File: config.mk
export PLATFORM = sky130hd
export DESIGN_NAME = tls_client_hello_sni_extract_top
export DESIGN_NICKNAME = d
export VERILOG_FILES = /design/src/rtl/tlssni_pkg.sv /design/src/rtl/tlssni_parser.sv /design/src/rtl/tlssni_outq.sv /design/src/rtl/tls_client_hello_sni_extract_top.sv
export SDC_FILE = /design/constraint.sdc
export NUM_CORES = 1
export LEC_CHECK = 0
export ABC_AREA = 1
export BUFFER_PORTS_ARGS = -buffer_cell sky130_fd_sc_hd__buf_4
export CAP_MARGIN = 40
export CORE_UTILIZATION = 25
export DETAILED_ROUTE_END_ITERATION = 7
export GPL_TIMING_DRIVEN = 0
export HOLD_SLACK_MARGIN = 0.06
export PLACE_DENSITY = 0.41
export SLEW_MARGIN = 20
export SYNTH_ARGS = -nofsm -noshare
export SYNTH_HDL_FRONTEND = slang
export SYNTH_SLANG_ARGS = --single-unit
File: constraint.sdc
create_clock -name aclk -period 6.7 [get_ports aclk]
set_input_delay 0.335 -clock aclk [delete_from_list [all_inputs] [get_ports aclk]]
set_output_delay 0.335 -clock aclk [all_outputs]
set_load 0.1 [all_outputs]
File: src/rtl/tlssni_pkg.sv
// Package for the TLS ClientHello server-name extractor.
// Holds parse phases, position width and the result record type; no dependencies.
`default_nettype none
package tlssni_pkg;
    localparam int OFFSET_BITS = 18;
    localparam logic [OFFSET_BITS-1:0] POS_MAX = {OFFSET_BITS{1'b1}};
    localparam logic [7:0] REC_HANDSHAKE = 8'h16;
    localparam logic [7:0] HS_CLIENT_HELLO = 8'h01;
    localparam logic [15:0] EXT_SERVER_NAME = 16'h0000;
    localparam logic [7:0] NAME_HOST = 8'h00;
    localparam int HDR_LAST = 8;
    localparam int VER_RAND_LEN = 34;

    typedef enum logic [3:0] {
        PH_HDR, PH_SKIP, PH_SID, PH_CS, PH_COMP, PH_EXTS, PH_EXT_TYPE, PH_EXT_LEN,
        PH_LIST_LEN, PH_ENT_TYPE, PH_ENT_LEN, PH_NAME, PH_DONE, PH_EXT_LOOP, PH_ENT_LOOP
    } phase_t;

    // One queued result: kind, name byte, found, name length, last
    typedef struct packed {
        logic        kind;
        logic [7:0]  name_byte;
        logic        found;
        logic [15:0] name_length;
        logic        last;
    } result_t;
endpackage
`default_nettype wire

File: src/rtl/tlssni_parser.sv
// Front part: parses payload bytes and produces up to two results per byte.
// Depends on tlssni_pkg.
`default_nettype none
module tlssni_parser
    import tlssni_pkg::*;
(
    input  wire logic        aclk,
    input  wire logic        aresetn,
    input  wire logic        cfg_wr_en,
    input  wire logic [15:0] cfg_wr_data,
    input  wire logic        in_fire,
    input  wire logic [7:0]  in_byte,
    input  wire logic        in_eop,
    output result_t          res0,
    output result_t          res1,
    output logic [1:0]       res_count
);
    localparam int PW = OFFSET_BITS;
    localparam int XW = OFFSET_BITS + 1;

    logic [15:0] max_size_reg;
    phase_t      phase_reg, phase_next, resume_reg, resume_next;
    logic [PW-1:0] pos_reg, pos_next, exts_end_reg, exts_end_next;
    logic [PW-1:0] ext_end_reg, ext_end_next, list_end_reg, list_end_next;
    logic [15:0] remain_reg, remain_next, cap_len_reg, cap_len_next;
    logic [7:0]  high_reg, high_next;
    logic hdr_ok_reg, hdr_ok_next, bound_reg, bound_next, done_reg, done_next;
    logic have_high_reg, have_high_next, match_reg, match_next;

    logic [PW-1:0] nxt;
    logic [15:0]   v;
    logic [XW-1:0] nxt_v, nxt4, nxt3;
    logic [PW-1:0] ext_gap;
    logic          name_emit;

    always_comb begin
        nxt = (pos_reg == POS_MAX) ? POS_MAX : pos_reg + 1'b1;
        v = {high_reg, in_byte};
        nxt_v = {1'b0, nxt} + {{(XW-16){1'b0}}, v};
        nxt4 = {1'b0, nxt} + XW'(4);
        nxt3 = {1'b0, nxt} + XW'(3);
        ext_gap = (ext_end_reg > nxt) ? ext_end_reg - nxt : '0;
    end

    // Parse step; loop pseudo-phases are resolved at position nxt
    always_comb begin
        phase_t tgt;
        logic   go;
        logic [PW-1:0] skip_n;
        phase_next = phase_reg; resume_next = resume_reg; pos_next = pos_reg;
        exts_end_next = exts_end_reg; ext_end_next = ext_end_reg;
        list_end_next = list_end_reg; remain_next = remain_reg;
        cap_len_next = cap_len_reg; high_next = high_reg; hdr_ok_next = hdr_ok_reg;
        bound_next = bound_reg; done_next = done_reg; have_high_next = have_high_reg;
        match_next = match_reg; name_emit = 1'b0;
        go = 1'b0; tgt = PH_DONE; skip_n = '0;
        if (in_fire) begin
            unique case (phase_reg)
                PH_HDR: begin
                    if ((pos_reg == '0 && in_byte != REC_HANDSHAKE) ||
                        (pos_reg == PW'(5) && in_byte != HS_CLIENT_HELLO)) begin
                        hdr_ok_next = 1'b0; phase_next = PH_DONE;
                    end else if (pos_reg >= PW'(HDR_LAST)) begin
                        go = 1'b1; skip_n = PW'(VER_RAND_LEN); tgt = PH_SID;
                    end
                end
                PH_SKIP: begin
                    if (remain_reg <= 16'd1) begin
                        remain_next = '0; go = 1'b1; tgt = resume_reg;
                    end else begin
                        remain_next = remain_reg - 1'b1;
                    end
                end
                PH_SID: begin go = 1'b1; skip_n = PW'(in_byte); tgt = PH_CS; end
                PH_CS: begin
                    if (!have_high_reg) begin high_next = in_byte; have_high_next = 1'b1; end
                    else begin go = 1'b1; skip_n = PW'(v); tgt = PH_COMP; end
                end
                PH_COMP: begin go = 1'b1; skip_n = PW'(in_byte); tgt = PH_EXTS; end
                PH_EXTS: begin
                    if (!have_high_reg) begin high_next = in_byte; have_high_next = 1'b1; end
                    else begin
                        if (nxt_v > XW'(POS_MAX)) begin
                            bound_next = 1'b1; exts_end_next = POS_MAX;
                        end else begin
                            exts_end_next = nxt_v[PW-1:0];
                        end
                        go = 1'b1; tgt = PH_EXT_LOOP;
                    end
                end
                PH_EXT_TYPE: begin
                    if (!have_high_reg) begin high_next = in_byte; have_high_next = 1'b1; end
                    else begin
                        have_high_next = 1'b0; match_next = (v == EXT_SERVER_NAME);
                        phase_next = PH_EXT_LEN;
                    end
                end
                PH_EXT_LEN: begin
                    if (!have_high_reg) begin high_next = in_byte; have_high_next = 1'b1; end
                    else begin
                        have_high_next = 1'b0;
                        if (nxt_v > {1'b0, exts_end_reg}) begin
                            bound_next = 1'b1; phase_next = PH_DONE;
                        end else begin
                            ext_end_next = nxt_v[PW-1:0];
                            if (match_reg && v >= 16'd2) begin
                                list_end_next = nxt_v[PW-1:0]; phase_next = PH_LIST_LEN;
                            end else begin
                                go = 1'b1; skip_n = PW'(v); tgt = PH_EXT_LOOP;
                            end
                        end
                    end
                end
                PH_LIST_LEN: begin
                    if (!have_high_reg) begin high_next = in_byte; have_high_next = 1'b1; end
                    else begin go = 1'b1; tgt = PH_ENT_LOOP; end
                end
                PH_ENT_TYPE: begin
                    match_next = (in_byte == NAME_HOST); phase_next = PH_ENT_LEN;
                end
                PH_ENT_LEN: begin
                    if (!have_high_reg) begin high_next = in_byte; have_high_next = 1'b1; end
                    else begin
                        have_high_next = 1'b0;
                        if (nxt_v > {1'b0, list_end_reg}) begin
                            go = 1'b1; skip_n = ext_gap; tgt = PH_EXT_LOOP;
                        end else if (match_reg && v != '0 && v < max_size_reg) begin
                            cap_len_next = v; remain_next = v; phase_next = PH_NAME;
                        end else begin
                            go = 1'b1; skip_n = PW'(v); tgt = PH_ENT_LOOP;
                        end
                    end
                end
                PH_NAME: begin
                    name_emit = 1'b1;
                    if (remain_reg <= 16'd1) begin
                        remain_next = '0; done_next = 1'b1; phase_next = PH_DONE;
                    end else begin
                        remain_next = remain_reg - 1'b1;
                    end
                end
                default: phase_next = PH_DONE;
            endcase
            // Skip n bytes, or enter target phase now when n is zero
            if (go) begin
                have_high_next = 1'b0;
                if (skip_n != '0) begin
                    phase_next = PH_SKIP; remain_next = skip_n[15:0]; resume_next = tgt;
                end else if (tgt == PH_EXT_LOOP) begin
                    phase_next = (nxt4 <= {1'b0, exts_end_next}) ? PH_EXT_TYPE : PH_DONE;
                end else if (tgt == PH_ENT_LOOP) begin
                    if (nxt3 <= {1'b0, list_end_reg}) phase_next = PH_ENT_TYPE;
                    else if (ext_gap != '0) begin
                        phase_next = PH_SKIP; remain_next = ext_gap[15:0];
                        resume_next = PH_EXT_LOOP;
                    end else begin
                        phase_next = (nxt4 <= {1'b0, exts_end_next}) ? PH_EXT_TYPE : PH_DONE;
                    end
                end else begin
                    phase_next = tgt;
                end
            end
            pos_next = nxt;
            // Clear parse state after the verdict
            if (in_eop) begin
                phase_next = PH_HDR; resume_next = PH_HDR; pos_next = '0;
                exts_end_next = '0; ext_end_next = '0; list_end_next = '0;
                remain_next = '0; cap_len_next = '0; high_next = '0;
                hdr_ok_next = 1'b1; bound_next = 1'b0; done_next = 1'b0;
                have_high_next = 1'b0; match_next = 1'b0;
            end
        end
    end

    // Build result records
    always_comb begin
        logic found;
        found = hdr_ok_reg && (done_reg || (name_emit && remain_reg <= 16'd1)) &&
                !bound_reg && !bound_next &&
                (exts_end_reg <= nxt) && (pos_reg != POS_MAX || exts_end_reg <= pos_reg);
        res0 = '0; res1 = '0;
        res1.kind = 1'b1; res1.found = found;
        res1.name_length = found ? cap_len_reg : '0; res1.last = 1'b1;
        if (name_emit) begin
            res0.name_byte = in_byte; res0.last = !in_eop;
            res_count = in_eop ? 2'd2 : 2'd1;
        end else begin
            res0 = res1;
            res_count = in_eop ? 2'd1 : 2'd0;
        end
        if (!in_fire) res_count = 2'd0;
    end

    always_ff @(posedge aclk) begin
        if (!aresetn) begin
            max_size_reg <= 16'd256;
            phase_reg <= PH_HDR; resume_reg <= PH_HDR; pos_reg <= '0;
            exts_end_reg <= '0; ext_end_reg <= '0; list_end_reg <= '0;
            remain_reg <= '0; cap_len_reg <= '0; high_reg <= '0;
            hdr_ok_reg <= 1'b1; bound_reg <= 1'b0; done_reg <= 1'b0;
            have_high_reg <= 1'b0; match_reg <= 1'b0;
        end else begin
            if (cfg_wr_en) max_size_reg <= cfg_wr_data;
            phase_reg <= phase_next; resume_reg <= resume_next; pos_reg <= pos_next;
            exts_end_reg <= exts_end_next; ext_end_reg <= ext_end_next;
            list_end_reg <= list_end_next; remain_reg <= remain_next;
            cap_len_reg <= cap_len_next; high_reg <= high_next;
            hdr_ok_reg <= hdr_ok_next; bound_reg <= bound_next; done_reg <= done_next;
            have_high_reg <= have_high_next; match_reg <= match_next;
        end
    end
endmodule
`default_nettype wire

File: src/rtl/tlssni_outq.sv
// Back part: four-entry result queue feeding the output channel.
// Depends on tlssni_pkg.
`default_nettype none
module tlssni_outq
    import tlssni_pkg::*;
(
    input  wire logic       aclk,
    input  wire logic       aresetn,
    input  result_t         wr0,
    input  result_t         wr1,
    input  wire logic [1:0] wr_count,
    output logic            room,
    output logic            out_valid,
    output result_t         out_data,
    input  wire logic       out_ready
);
    result_t    mem_reg [4];
    logic [1:0] rd_reg, wr_reg;
    logic [2:0] cnt_reg;
    logic       pop;

    assign out_valid = cnt_reg != '0;
    assign out_data  = mem_reg[rd_reg];
    assign pop       = out_valid && out_ready;
    // Leave room for two pushes
    assign room      = cnt_reg <= 3'd2;

    always_ff @(posedge aclk) begin
        if (wr_count != '0) mem_reg[wr_reg] <= wr0;
        if (wr_count == 2'd2) mem_reg[wr_reg + 2'd1] <= wr1;
    end

    always_ff @(posedge aclk) begin
        if (!aresetn) begin
            rd_reg <= '0; wr_reg <= '0; cnt_reg <= '0;
        end else begin
            wr_reg  <= wr_reg + wr_count;
            rd_reg  <= rd_reg + {1'b0, pop};
            cnt_reg <= cnt_reg + {1'b0, wr_count} - {2'b0, pop};
        end
    end
endmodule
`default_nettype wire

File: src/rtl/tls_client_hello_sni_extract_top.sv
// Top level of the TLS ClientHello server-name extractor.
// Results are registered into the result queue at the input edge and read out from it.
// Throughput: one payload byte per cycle; input stalls only when the
// four-entry result queue cannot take two more results.
// Reset: aresetn synchronous active low; clears parse state, queue, max_name_size=256.
`default_nettype none
module tls_client_hello_sni_extract_top
    import tlssni_pkg::*;
(
    input  wire logic        aclk,
    input  wire logic        aresetn,
    input  wire logic        cfg_wr_en,
    input  wire logic [15:0] cfg_wr_data,
    input  wire logic        s_tvalid,
    output logic             s_tready,
    input  wire logic [7:0]  s_tdata,   // [7:0] data_byte
    input  wire logic        s_tlast,   // end_of_payload
    output logic             m_tvalid,
    input  wire logic        m_tready,
    output logic [31:0]      m_tdata,   // [7:0] name_byte, [8] found, [24:9] name_length
    output logic             m_tuser,   // result_kind
    output logic             m_tlast    // last
);
    result_t    r0, r1, q;
    logic [1:0] cnt;
    logic       room;

    assign s_tready = room;

    tlssni_parser u_parser (
        .aclk, .aresetn, .cfg_wr_en, .cfg_wr_data,
        .in_fire(s_tvalid && room), .in_byte(s_tdata), .in_eop(s_tlast),
        .res0(r0), .res1(r1), .res_count(cnt)
    );

    tlssni_outq u_outq (
        .aclk, .aresetn, .wr0(r0), .wr1(r1), .wr_count(cnt), .room,
        .out_valid(m_tvalid), .out_data(q), .out_ready(m_tready)
    );

    assign m_tdata = {7'b0, q.name_length, q.found, q.name_byte};
    assign m_tuser = q.kind;
    assign m_tlast = q.last;
endmodule
`default_nettype wire
==> Word level (Yosys, flattened, before mapping) <==
Memories as Yosys holds them, arrays and structs flattened. A register that Yosys moved wholly into a read port is not among the register bits.
Index checks and enable logic that the tools add are counted.
{ "word_totals": {"wordCells": 271, "mem_bits_rw": 108, "memories": 1, "output_inout_bits": 36, "regBits": 148} }
{ "op_classes": {"order_cmp": 13, "n_eq_ne": 34, "add_sub_neg": 11, "n_reduce_logical": 59, "muxes": 135} }
{ "memory_table": {"columns": ["memory", "words", "word_bits", "rd", "rd_ports_with_merged_regs", "wr", "line", "source"], "rows": [
  ["u_outq.mem_reg", 4, 27, 1, 1, 2, "tlssni_outq.sv:17", "result_t mem_reg [4];"]
]} }
{ "ops": {"columns": ["op", "count"], "rows": [
  ["2-to-1 mux 18 bit", 23],
  ["2-to-1 mux 16 bit", 20],
  ["2-to-1 mux 4 bit", 33],
  ["case mux 18 bit (5 select lines)", 1],
  ["2-to-1 mux 1 bit", 39],
  ["> comparator 19 x 18 -> 1 bit", 2],
  ["less-or-equal comparator 19 x 18 -> 1 bit", 2],
  ["less-or-equal comparator 18 bit", 2],
  ["case mux 4 bit (9 select lines)", 1],
  ["nonzero test 18 bit", 2],
  ["2-to-1 mux 8 bit", 4],
  ["case mux 16 bit (2 select lines)", 1],
  ["case mux 4 bit (7 select lines)", 1],
  ["equality test 4 bit (second input constant)", 6],
  ["!= test 4 x 2 -> 1 bit (second input constant)", 6],
  ["nonzero test 2 bit", 12],
  ["adder 18 x 16 -> 19 bit", 1],
  ["adder 18 x 2 -> 19 bit (second input constant)", 1],
  ["adder 18 x 3 -> 19 bit (second input constant)", 1],
  ["> comparator 19 x 18 -> 1 bit (second input constant)", 1],
  ["adder 18 x 1 -> 18 bit (second input constant)", 1],
  ["equality test 18 bit (second input constant)", 1],
  ["equality test 18 x 3 -> 1 bit (second input constant)", 1],
  [">= comparator 18 x 4 -> 1 bit (second input constant)", 1],
  ["48 further kinds", 89]
]} }

==> Depth between registers and ports, before layout <==
Gate-level depths: netlist (run 1).
{ "logic_depth": {"ltp_word": 17, "mapped_depth": 46, "mapped_depth_nobuf": 44} }

==> Cells and area by module <==
A second synthesis (run 1) with hierarchy kept.
{ "hier_totals": {"hier_cells": 3004, "area_unflattened_um2": 20726.1} }
{ "by_module_without_submodules": {"columns": ["module", "area_each_um2", "cells_each", "instances"], "rows": [
  ["tlssni_parser", 14515.2, 2413, 1],
  ["tlssni_outq", 6147.1, 581, 1],
  ["tls_client_hello_sni_extract_top", 63.8, 10, 1]
]} }

==> Worst setup path after synthesis (run 1) <==
OpenSTA, ideal clock, no wires.
{ "synth_timing": {"kind": "reg-to-reg", "startpoint": "reg u_parser.pos_reg[0]", "endpoint": "reg u_parser.remain_reg[8]", "path_slack_ps": 1286, "period_less_slack_ps": 5414, "arrival_ps": 5275, "n_path_buf": 2, "stages_incl_launch_ff": 41, "path_cell_list": "dfxtp_1 > ha_1 > nand3_1 > nor2_1 > nand2_1 > nor2_1 > nand2_1 > inv_2 > nor2_1 > inv_1 > ha_1 > nand2_1 > inv_1 > nand4_1 > and3_1 > o21bai_1 > a21boi_0 > o21ai_0 > (+5 left out) > ha_1 > nand2_1 > nor3_1 > nand4_1 > nand2_1 > nand2_4 > buf_8 > a21oi_2 > nand2_2 > nor2_1 > nand3_2 > buf_4 > nand2_1 > nand2_1 > nand4_1 > nand2_1 > nand2_1 > a21oi_2"} }
{ "synth_between": {"elab_chain_cells": 14, "word_cells_on_any_way": 55} }
{ "synth_lines": {"columns": ["item", "line", "source"], "rows": [
  ["start: declaration", "tlssni_parser.sv:23", "logic [PW-1:0] pos_reg, pos_next, exts_end_reg, exts_end_next;"],
  ["start signal: assignment", "tlssni_parser.sv:204", "phase_reg <= phase_next; resume_reg <= resume_next; pos_reg <= pos_next;"],
  ["adder 18 x 1 -> 18 bit / equality test 18 bit (equally long branches)", "tlssni_parser.sv:37", "nxt = (pos_reg == POS_MAX) ? POS_MAX : pos_reg + 1'b1;"],
  ["2-to-1 mux 18 bit", "tlssni_parser.sv:37", null],
  ["adder 18 x 16 -> 19 bit", "tlssni_parser.sv:39", "nxt_v = {1'b0, nxt} + {{(XW-16){1'b0}}, v};"],
  ["> comparator 19 x 18 -> 1 bit (on tied branches)", "tlssni_parser.sv:125, tlssni_parser.sv:102", null],
  ["2-to-1 mux 4 bit (tied with other cells)", "tlssni_parser.sv:125", "if (nxt_v > {1'b0, list_end_reg}) begin"],
  ["2-to-1 mux 4 bit (tied with other cells)", "tlssni_parser.sv:122", "if (!have_high_reg) begin high_next = in_byte; have_high_next = 1'b1; end"],
  ["case mux 4 bit (9 select lines) / case mux 16 bit (2 select lines) (equally long branches)", "tlssni_parser.sv:58", "unique case (phase_reg)"],
  ["2-to-1 mux 4 bit / 2-to-1 mux 16 bit (equally long branches)", "tlssni_parser.sv:57, tlssni_parser.sv:153", null],
  ["equality test 4 bit / 2-to-1 mux 16 bit (equally long branches)", "tlssni_parser.sv:151, tlssni_parser.sv:152", null],
  ["2-to-1 mux 16 bit", "tlssni_parser.sv:151", "end else if (tgt == PH_ENT_LOOP) begin"],
  ["2-to-1 mux 16 bit", "tlssni_parser.sv:149", "end else if (tgt == PH_EXT_LOOP) begin"],
  ["2-to-1 mux 16 bit", "tlssni_parser.sv:147", "if (skip_n != '0) begin"],
  ["2-to-1 mux 16 bit *", "tlssni_parser.sv:145", "if (go) begin"],
  ["2-to-1 mux 16 bit *", "tlssni_parser.sv:165", "if (in_eop) begin"],
  ["end signal: assignment", "tlssni_parser.sv:206", "list_end_reg <= list_end_next; remain_reg <= remain_next;"],
  ["end: declaration", "tlssni_parser.sv:25", "logic [15:0] remain_reg, remain_next, cap_len_reg, cap_len_next;"]
]} }
Mark *: on every way between the ends. The rest lies on a longest branch, timed or not. The select of a mux whose other input is x is not followed.
A chain may end at the register's enable or synchronous reset.

==> Final worst setup path (run 1) <==
{ "layout_timing": {"startpoint": "reg u_parser.pos_reg[6]", "endpoint": "reg u_parser.phase_reg[1]"} }
{ "layout_between": {"elab_chain_cells": 17, "word_cells_on_any_way": 73} }
{ "layout_lines": {"columns": ["item", "line", "source"], "rows": [
  ["adder 18 x 1 -> 18 bit / equality test 18 bit (equally long branches)", "tlssni_parser.sv:37", null],
  ["2-to-1 mux 18 bit", "tlssni_parser.sv:37", null],
  ["adder 18 x 16 -> 19 bit", "tlssni_parser.sv:39", null],
  ["> comparator 19 x 18 -> 1 bit", "tlssni_parser.sv:83", "if (nxt_v > XW'(POS_MAX)) begin"],
  ["2-to-1 mux 18 bit", "tlssni_parser.sv:83", null],
  ["2-to-1 mux 18 bit", "tlssni_parser.sv:81", "if (!have_high_reg) begin high_next = in_byte; have_high_next = 1'b1; end"],
  ["2-to-1 mux 18 bit", "tlssni_parser.sv:58", null],
  ["2-to-1 mux 18 bit", "tlssni_parser.sv:57", "if (in_fire) begin"],
  ["less-or-equal comparator 19 x 18 -> 1 bit", "tlssni_parser.sv:150, tlssni_parser.sv:157", null],
  ["2-to-1 mux 4 bit", "tlssni_parser.sv:150, tlssni_parser.sv:157", null],
  ["2-to-1 mux 4 bit", "tlssni_parser.sv:153", "else if (ext_gap != '0) begin"],
  ["2-to-1 mux 4 bit", "tlssni_parser.sv:152", "if (nxt3 <= {1'b0, list_end_reg}) phase_next = PH_ENT_TYPE;"],
  ["2-to-1 mux 4 bit", "tlssni_parser.sv:151", null],
  ["2-to-1 mux 4 bit", "tlssni_parser.sv:149", null],
  ["2-to-1 mux 4 bit", "tlssni_parser.sv:147", null],
  ["2-to-1 mux 4 bit", "tlssni_parser.sv:145", null],
  ["2-to-1 mux 4 bit", "tlssni_parser.sv:165", null],
  ["end signal: assignment", "tlssni_parser.sv:204", null],
  ["end: declaration", "tlssni_parser.sv:22", "phase_t phase_reg, phase_next, resume_reg, resume_next;"]
]} }
Several ways; a longest one is shown, not always the timed one. The select of a mux whose other input is x is not followed.

==> results of run 1 <==
-- Yosys cell counts, drive strengths merged, types with 31 or more instances --
master | n | area share, %
ha | 170 | 11
nand2 | 749 | 15
o22ai | 62 | 2.0
edfxtp | 68 | 10
inv | 413 | 7.9
nand4 | 59 | 2.0
xor2 | 43 | 1.9
a21oi | 275 | 7.2
nand3 | 127 | 3.9
o21ai | 171 | 4.4
nor2 | 441 | 9.0
clkbuf | 67 | 1.3
buf | 31 | 1.1
dfxtp | 188 | 19
-- layer usage --
metal	wire length (um)	global-route usage [%]	part of all wire [%]	vias to the layer above
li1	-	-	-	10100
met1	39200	28.0	48	9201
met2	36500	32.3	45	452
met3	3680	2.26	4.5	96
met4	1870	5.01	2.3	2
met5	13	0	0.016	-
-- power breakdown --
part           switching, W  internal (W)
clock              0.000795       0.00108
sequential        0.0000883       0.00173
combinational       0.00201      0.000668
total               0.00289       0.00348
-- layout by cell type, fill, tap and decap left out, types with 16 or more instances in the layout --
cell                            synthesis  layout
sky130_fd_sc_hd__a21oi_1              261     251
sky130_fd_sc_hd__a21oi_2               14      24
sky130_fd_sc_hd__buf_4                  8      96
sky130_fd_sc_hd__clkbuf_1              67      71
sky130_fd_sc_hd__clkbuf_16              0      35
sky130_fd_sc_hd__dfxtp_1              188     184
sky130_fd_sc_hd__dlygate4sd3_1          0      16
sky130_fd_sc_hd__edfxtp_1              68      68
sky130_fd_sc_hd__ha_1                 170     167
sky130_fd_sc_hd__inv_1                399     387
sky130_fd_sc_hd__inv_2                 12      21
sky130_fd_sc_hd__nand2_1              732     726
sky130_fd_sc_hd__nand3_1              114     110
sky130_fd_sc_hd__nand4_1               57      57
sky130_fd_sc_hd__nor2_1               428     415
sky130_fd_sc_hd__nor3_1                28      27
sky130_fd_sc_hd__o21ai_0              161     158
sky130_fd_sc_hd__o22ai_1               62      62
sky130_fd_sc_hd__xor2_1                43      42
-- worst reg2reg max path, delay by kind of cell (launching register included) --
family	cells	cell delay, ps
compound gates	5	830
xor+xnor	1	190
fa+ha+maj	3	930
buf+inv	7	940
flops	1	430
simple gates	28	2960
-- cells by family after synthesis --
group	count (synthesis)	synth area share (%)
adder cells (fa/ha/maj)	173	11.1
XOR/XNOR	54	2.39
buffers and inverters	516	10.4
AND/OR/NAND/NOR	1434	31.3
flip-flops	256	29.4
AO/OA/AOI/OAI	553	15.4
other	1	0.0190
-- metrics by stage --
stage,setup TNS [ps],setup WS [ps],total power [W],cell area (um2),hold slack (ps)
finish,0,350,0.00638,23400,103
global route,-650,-53.6,0.00672,23400,115
global placement,-193890,-1770,0.00448,21500,437
detailed placement,-122700,-1170,0.00448,21700,439
floorplan,0,1290,0.00371,19800,421
CTS,0,17.4,0.00640,23100,64.3
-- cell type report --
cell class / instances / area [um2] / area share, %
multi-input cells: 2221 / 12200 / 52.0
well taps: 1040 / 1300 / 5.57
clock inverters: 22 / 221 / 0.948
repair buffers: 109 / 905 / 3.87
clock buffers: 40 / 895 / 3.83
inverters: 418 / 1580 / 6.77
plain buffers: 98 / 490 / 2.10
flip-flops and latches: 256 / 5810 / 24.9
-- worst max-delay path by stage --
| stage | depth (start not counted) | to | slack (ps) |
|---|---|---|---|
| after global placement | 33 | u_parser.list_end_reg[7] | -1770 |
| after floorplan | 40 | u_parser.remain_reg[8] | 1290 |
| after CTS | 37 | u_outq.mem_reg[3][16] | 20 |
| final | 44 | u_parser.phase_reg[1] | 350 |
| after detailed placement | 38 | u_outq.mem_reg[0][16] | -1170 |
| after global routing | 45 | u_parser.remain_reg[14] | -50 |
-- what timing repair did --
item / CTS / global route
gates cloned: 0 / 0
gates resized for setup: 32 / 57
pin swaps: 5 / 9
hold buffers: 16 / 0
endpoints found under the hold margin: 13 / 0
endpoints found under the setup margin: 146 / 141
buffers inserted: 6 / 11
==> results list, run 1 <==
* Type of origin of the critical path: flop
- The count of buffers added on input and output ports is 58.
- Die Span Y: approximately 280 um
* Number of distinct standard cells referenced by the synthesized netlist: 59
- Count of mapped cells out of synthesis: 2987
* Number of buffers created by CTS: 34
* Min Tclk post-route: 6350 ps
- The mapped netlist covers 19800 um2.
* Core area: 77800 um2
- Of the synthesized area, sequential elements account for 29.4%.
* Share of the clock period used by the worst path after layout: 94.8%
* Class of the tightest hold or removal check: primary input to flop
- For the worst-skew pair, the clock arrives at the later sink with an insertion delay of 580 ps.
- Dividing the synthesized area by the synthesized cell count gives approximately 6.6 um2.
- The via count of the first global-routing pass is 19100.
- Hold Path Stages: 3
- Across the routed clock network, the largest skew measured is 29.5 ps.
- For this run, the number of Yosys warnings is 0.
- Flops & latches, synth: 256
- In this run, placement finished with an instance count of 4108.
* Final number of hold-violating endpoints: 0
- Of all nets on the critical path, the largest fanout is 10.
- The clock passes through at most 3 buffers.
- Count of pins over their slew limit: 0
- For this design, the slowest cell found on the critical path is sky130_fd_sc_hd__dfxtp_1.
* Bufs and invs on worst path: 7
- For this design the top-level I/O count stands at 66.
* Flop2flop setup slack: about 350 ps
- Number of cells on the worst reg-to-reg path: 44
- Fraction of layout instances using a drive strength above 1: 10.1%
- The finished layout holds 4204 standard cells, fillers aside.
- Fin util: 30.0%
- Kind of critical path: flop to flop
- IR analysis of the VDD net gives a maximum drop of 0.185 mV.
- Aggregate routed wire length: approximately 81000 um
- In the final routed layout, each cell accounts on average for 19.3 um.
* Via density per instance: 4.71
* Die Area: 80100 um2
- Most frequent CP cell: sky130_fd_sc_hd__nand2_1
* Number of nets with antenna violations after routing: 0
- Relative max-transition margin: 39.3%
* Die outline width: approximately 280 um
- Worst setup EP type: flop
* Startpoint of the worst register-to-register path: u_parser.pos_reg[6]
- TritonCTS built the clock tree.
* Transition time at the pin with the least slew margin: between 900 and 1000 ps
- The flow ran to the end, and the final reports show no timing, DRC or antenna violations.
- The clock net in this run drives a total of 256 sinks.
- Power spread over the standard cell area amounts to 273 nW/um2.
- Fmax: 157 MHz
- Async set-or-reset flop fraction in the synthesized netlist: 0%
* Depth of the CTS H-tree: 2
- For hold timing, the worst endpoint is u_parser.max_size_reg[5].
- Row Count: 102
- Overflow left after global routing: 0
- Total half-perimeter wirelength after legalization and detailed placement: 64200 um
- Launch instance of the worst min-delay path: cfg_wr_data[5]
* Global-route total usage across every layer: 19.9%
- Reg-to-reg critical path endpoint: u_parser.phase_reg[1]
- Dominant delay contributor by cell family on the critical path: simple AND/OR/NAND/NOR gates
- Max-Cap Viols: 0
* 1st-iter DRT viols: 1422
- For this run, the slowest stage of the critical path takes 430 ps.
- Post-route DRC: 0
- Clock-pin slew reported for the worst setup and hold paths after clock tree synthesis: roughly 60 ps
* Setup-failing EPs final: 0
* EDFF count, synth: 68
- The first global-routing pass estimated between 100000 and 150000 um of wire.
* Largest net degree at the start of global routing: 19
* Final layout net count: approximately 3300
* Pre-antenna DRT Iters: 6
- Required time of the worst setup path: 7200 ps
* Fill cell total of the finished layout: approximately 8800
* Number of antenna violations at the first check in global routing: 2
* Leakage component of the power: 10.5 nW
- The repair_antennas step left the layout with diodes totalling 0.
* Library cell used as clock root buffer: sky130_fd_sc_hd__clkbuf_16
- Final estimated routing congestion in global placement: 0.950
- The critical path starts at u_parser.pos_reg[6].
- Arrival time worst endpoint: 6850 ps
* Starting density of the core: 25.4%
- Area added between synthesis and finish: 18.3%
* Flip-flop count of the largest register after layout: 108
- Top FF cell, synth: sky130_fd_sc_hd__dfxtp_1
- The detailed router placed around 20000 vias in this run.
(Power assumes the default switching activity.)
==> run 2: changes to the inputs <==
SYNTH_HIERARCHICAL = 1   (was default)
==> run 2 against run 1 <==
- synthesized cell count rose by 0.57%
- clock power is essentially flat
- clock-buffer cell count is 12 higher
- clock skew up 5.0 ps
- sequential cell count unchanged
- sequential power is 2% lower
- cell count increased by 1.6%
- register-to-register slack gained 20 ps
- global-route usage is 0.39 points lower
- worst hold slack worse by 11 ps
- non-clock buffer count is 35 higher
- via count is 1.5% higher
==> results list, run 2 <==
- The flow ran to the end, and the final reports show no timing, DRC or antenna violations.
- The total power per unit cell area was 258 nW/um2 (-5.5%).
- The share of the synthesized area in the top cell type is 15.6% (-3.4 points).
- The final antenna-violating net count came to 0 (unchanged).
- Worst vdd rail ir drop: 0.143 mV (-22%)
- The count of vias placed by the detailed router was 20100 (+1.5%).
- The total global routing overflow came to 0 (unchanged).
- Maximum clock skew at final layout: 34.4 ps (+4.95 ps)
- Count of mapped cells out of synthesis: 3004 (+0.57%)
- The clock-pin slew on the worst setup and hold paths is 60 ps (about the same).
* Worst path setup slack after routing: 368 ps (+17.3 ps)
* Biggest fanout along the worst timing path: 10 (unchanged)
- Via count of the first global-routing pass: 19700 (+2.6%)
* Area added between synthesis and finish: 18.9%
- Cell Count, Final, Fillers Out: 4273 (+1.6%)
* Count of pins over their slew limit: 0 (unchanged)
- Top FF cell, synth: sky130_fd_sc_hd__dfxtp_1
- YS warnings: 6 (+6)
* Slowest-stage cell, CP: sky130_fd_sc_hd__fa_1
- The total of fill cells in the finished design was 9040 (+3.2%).
- The worst slack after detailed placement came to -1540 ps (-372 ps).
* Number of buffers created by CTS: 36 (+5.9%)
- Routed wirelength normalized by instance count: 19.5 um (+1.0%)
- The number of clock sinks seen by CTS is 256 (unchanged).
* Aggregate routed wire length: 83400 um (+2.7%)
* Count of input and output buffers: 58 (unchanged)
- Die Span Y: 290 um (+2.4%)
- Async set-or-reset flop fraction in the synthesized netlist: 0% (unchanged)
- The worst slew slack as a fraction of its limit is 40.5% (+1.2 points).
- Clock tree from TritonCTS: yes
- Arrival time worst endpoint: 6620 ps (-230 ps)
- The number of flip-flops in the largest register came to 108 (unchanged).
- The number of antenna violations at the first check in global routing came to 1 (-1).
* Post-route DRC: 0 (unchanged)
* Class of the tightest hold or removal check: primary input to flop
- Required time of the worst setup path: 6980 ps (-220 ps)
* Number of distinct standard cells referenced by the synthesized netlist: 61 (+3.4%)
- Leakage component of the power: 10.6 nW (+0.42%)
- Largest net degree at the start of global routing: 15 (-4)
* Average footprint of a synthesized cell: 6.90 um2 (+4.3%)
- The critical path buffer and inverter count came to 9 (+2).
- The number of detailed-routing iterations run before antenna repair came to 5 (-1).
* Most frequent CP cell: sky130_fd_sc_hd__nand2_1
- The final standard cell area without fillers is 24700 um2 (+5.5%).
- Final layout net count: 3378 (+1.1%)
* 1st-iter DRT viols: 1288 (-9.4%)
- The tree is rooted in a sky130_fd_sc_hd__clkbuf_16.
- The share of the core filled with cells in the final layout is 30.0% (about the same).
- The worst setup path is launched from a flop.
* Leading post-synthesis cells by cell area: sky130_fd_sc_hd__edfxtp_1 (16%), sky130_fd_sc_hd__dfxtp_1 (14%), sky130_fd_sc_hd__nand2_1 (13%)
- Row Count: 105 (+2.9%)
- The I/O pin count came to 66 (unchanged).
- The critical path in this run is classified as flop to flop.
- Fmax: 158 MHz (+0.27%)
- Setup-failing EPs final: 0 (unchanged)
- Antenna cell count: 0 (unchanged)
* Min Tclk post-route: 6330 ps (-17.3 ps)
- Syn Std Cell Area: 20700 um2 (+4.9%)
* Die outline width: 290 um (+2.4%)
- The post-route fraction of the period consumed by the critical path came to 94.5% (-0.26 points).
- Starting density of the core: 25.2% (-0.13 points)
- Sequential fraction of the synthesis area: 29.9% (+0.55 points)
- The layout cell share with drive strength beyond 1 is 14.7% (+4.6 points).
* EDFF count, synth: 108 (+59%)
* Max-Cap Viols: 0 (unchanged)
- The weighted congestion reported at the end of routability-driven placement is 0.915 (-3.6%).
* Dominant delay contributor by cell family on the critical path: simple AND/OR/NAND/NOR gates
- The insertion delay of the later-clocked pin in the worst-skew pair came to 560 ps (-20 ps).
- Placed cell areas: 22800 um2 (+5.2%)
- The first-pass GRT wire length came to 125000 um (+1.9%).
* List of most frequent post-synthesis cells: sky130_fd_sc_hd__nand2_1 (739), sky130_fd_sc_hd__inv_1 (383), sky130_fd_sc_hd__nor2_1 (356), sky130_fd_sc_hd__a21oi_1 (227), sky130_fd_sc_hd__ha_1 (168)
- The die footprint is 84100 um2 (+4.9%).
- Depth of the CTS H-tree: 2 (unchanged)
- The detailed placer's ending HPWL was 66900 um (+4.3%).
- The top cell types in the final layout, fill and taps aside, are sky130_fd_sc_hd__nand2_1 (729), sky130_fd_sc_hd__inv_1 (373), sky130_fd_sc_hd__nor2_1 (336), sky130_fd_sc_hd__a21oi_1 (222), sky130_fd_sc_hd__ha_1 (166).
- The delay of the slowest critical-path stage is 420 ps (about the same).
- Flops & latches, synth: 256 (unchanged)
- The detailed-route vias per instance is 4.71 (-0.14%).
* Count leader, synth: sky130_fd_sc_hd__nand2_1
- The placed cell count came to 4164 (+1.4%).
- The library cell used most frequently in the layout, excluding fill and tap cells, is sky130_fd_sc_hd__nand2_1.
* Transition time at the pin with the least slew margin: 890 ps (-21.1 ps)
- Core area: 82100 um2 (+5.5%)
- Worst setup EP type: flop
* Global-route total usage across every layer: 19.5% (-0.39 points)
- Final number of hold-violating endpoints: 0 (unchanged)
* Number of buffers between clock root and the deepest sink: 3 (unchanged)
- Post-synth top area cell: sky130_fd_sc_hd__edfxtp_1
run 2: cell count changes after synthesis, moves of 25 or more:
| cell | previous run | this run |
|---|---|---|
| sky130_fd_sc_hd__o21ai_2 | 4 | 99 |
| sky130_fd_sc_hd__nor2_1 | 428 | 356 |
| sky130_fd_sc_hd__dfxtp_1 | 188 | 148 |
| sky130_fd_sc_hd__edfxtp_1 | 68 | 108 |
| sky130_fd_sc_hd__a21oi_1 | 261 | 227 |
| sky130_fd_sc_hd__o21ai_0 | 161 | 134 |
| sky130_fd_sc_hd__nand3_1 | 114 | 139 |
run 2: logic make-up after synthesis:
family	synth area share, %
AOI/OAI and AO/OA	17.6
xor gates and xnor gates	2.96
adders and majority gates	10.4
buffers and inverters	10.8
DFF	29.9
other	0.0543
and+or+nand+nor	28.2
run 2: final cells by class:
| class | count | area [um2] | share of cell area [%] |
|---|---|---|---|
| repair inverters | 1 | 8.76 | 0.0355 |
| inverters | 395 | 1500 | 6.10 |
| flip-flops and latches | 256 | 6210 | 25.2 |
| repair buffers | 120 | 1000 | 4.06 |
| well taps | 1070 | 1340 | 5.43 |
| clock inverters | 12 | 106 | 0.431 |
| clock buffers | 52 | 1030 | 4.19 |
| plain buffers | 122 | 776 | 3.15 |
| multi-input cells | 2245 | 12700 | 51.4 |
run 2: power by group:
part,leakage [nW],switching [W],internal [W]
registers,2.18,0.0000751,0.00170
clock network,0.550,0.000761,0.00111
logic,7.86,0.00196,0.000755
run 2: timing repair:
action	4_1_cts	5_1_grt
resized for setup	57	47
buffers inserted	8	17
pin swaps	6	15
setup endpoints to repair	146	129
hold buffers	12	0
cloned	0	3
endpoints found under the hold margin	9	0
run 2: worst paths after layout:
kind                                start  slack [ps]                 endpoint  cells past startpoint
hold reg to reg   u_parser/cap_len_reg[2]         460  u_parser/cap_len_reg[2]                      2
setup reg to reg      u_parser/pos_reg[0]         370    u_outq/mem_reg[2][13]                     37
hold / removal                   m_tready          90         u_outq/rd_reg[0]                      4
setup / recovery      u_parser/pos_reg[0]         370    u_outq/mem_reg[2][13]                     37
run 2: worst register-to-register path, delay by kind of cell (launching register included):
kind | cells | cell delay, ps
flops | 1 | 410
xor+xnor | 1 | 110
fa+ha+maj | 4 | 1170
compound gates | 7 | 1190
buf+inv | 9 | 1310
simple gates | 16 | 1870
run 2: through the flow:
stage / hold WS (ps) / power (W) / TNS (ps)
global route: 91.7 / 0.00672 / -169
detailed placement: 455 / 0.00437 / -181070
floorplan: 428 / 0.00356 / 0
global placement: 451 / 0.00434 / -232070
CTS: 66.8 / 0.00631 / 0
finish: 91.5 / 0.00636 / 0
run 2: routing by layer:
layer	track usage, %	vias to the layer above	share of wire [%]
met1	26.5	9376	48
met4	5.95	0	2.9
met5	0	-	0
li1	-	10200	-
met2	32.3	393	46
met3	2.31	106	3.6
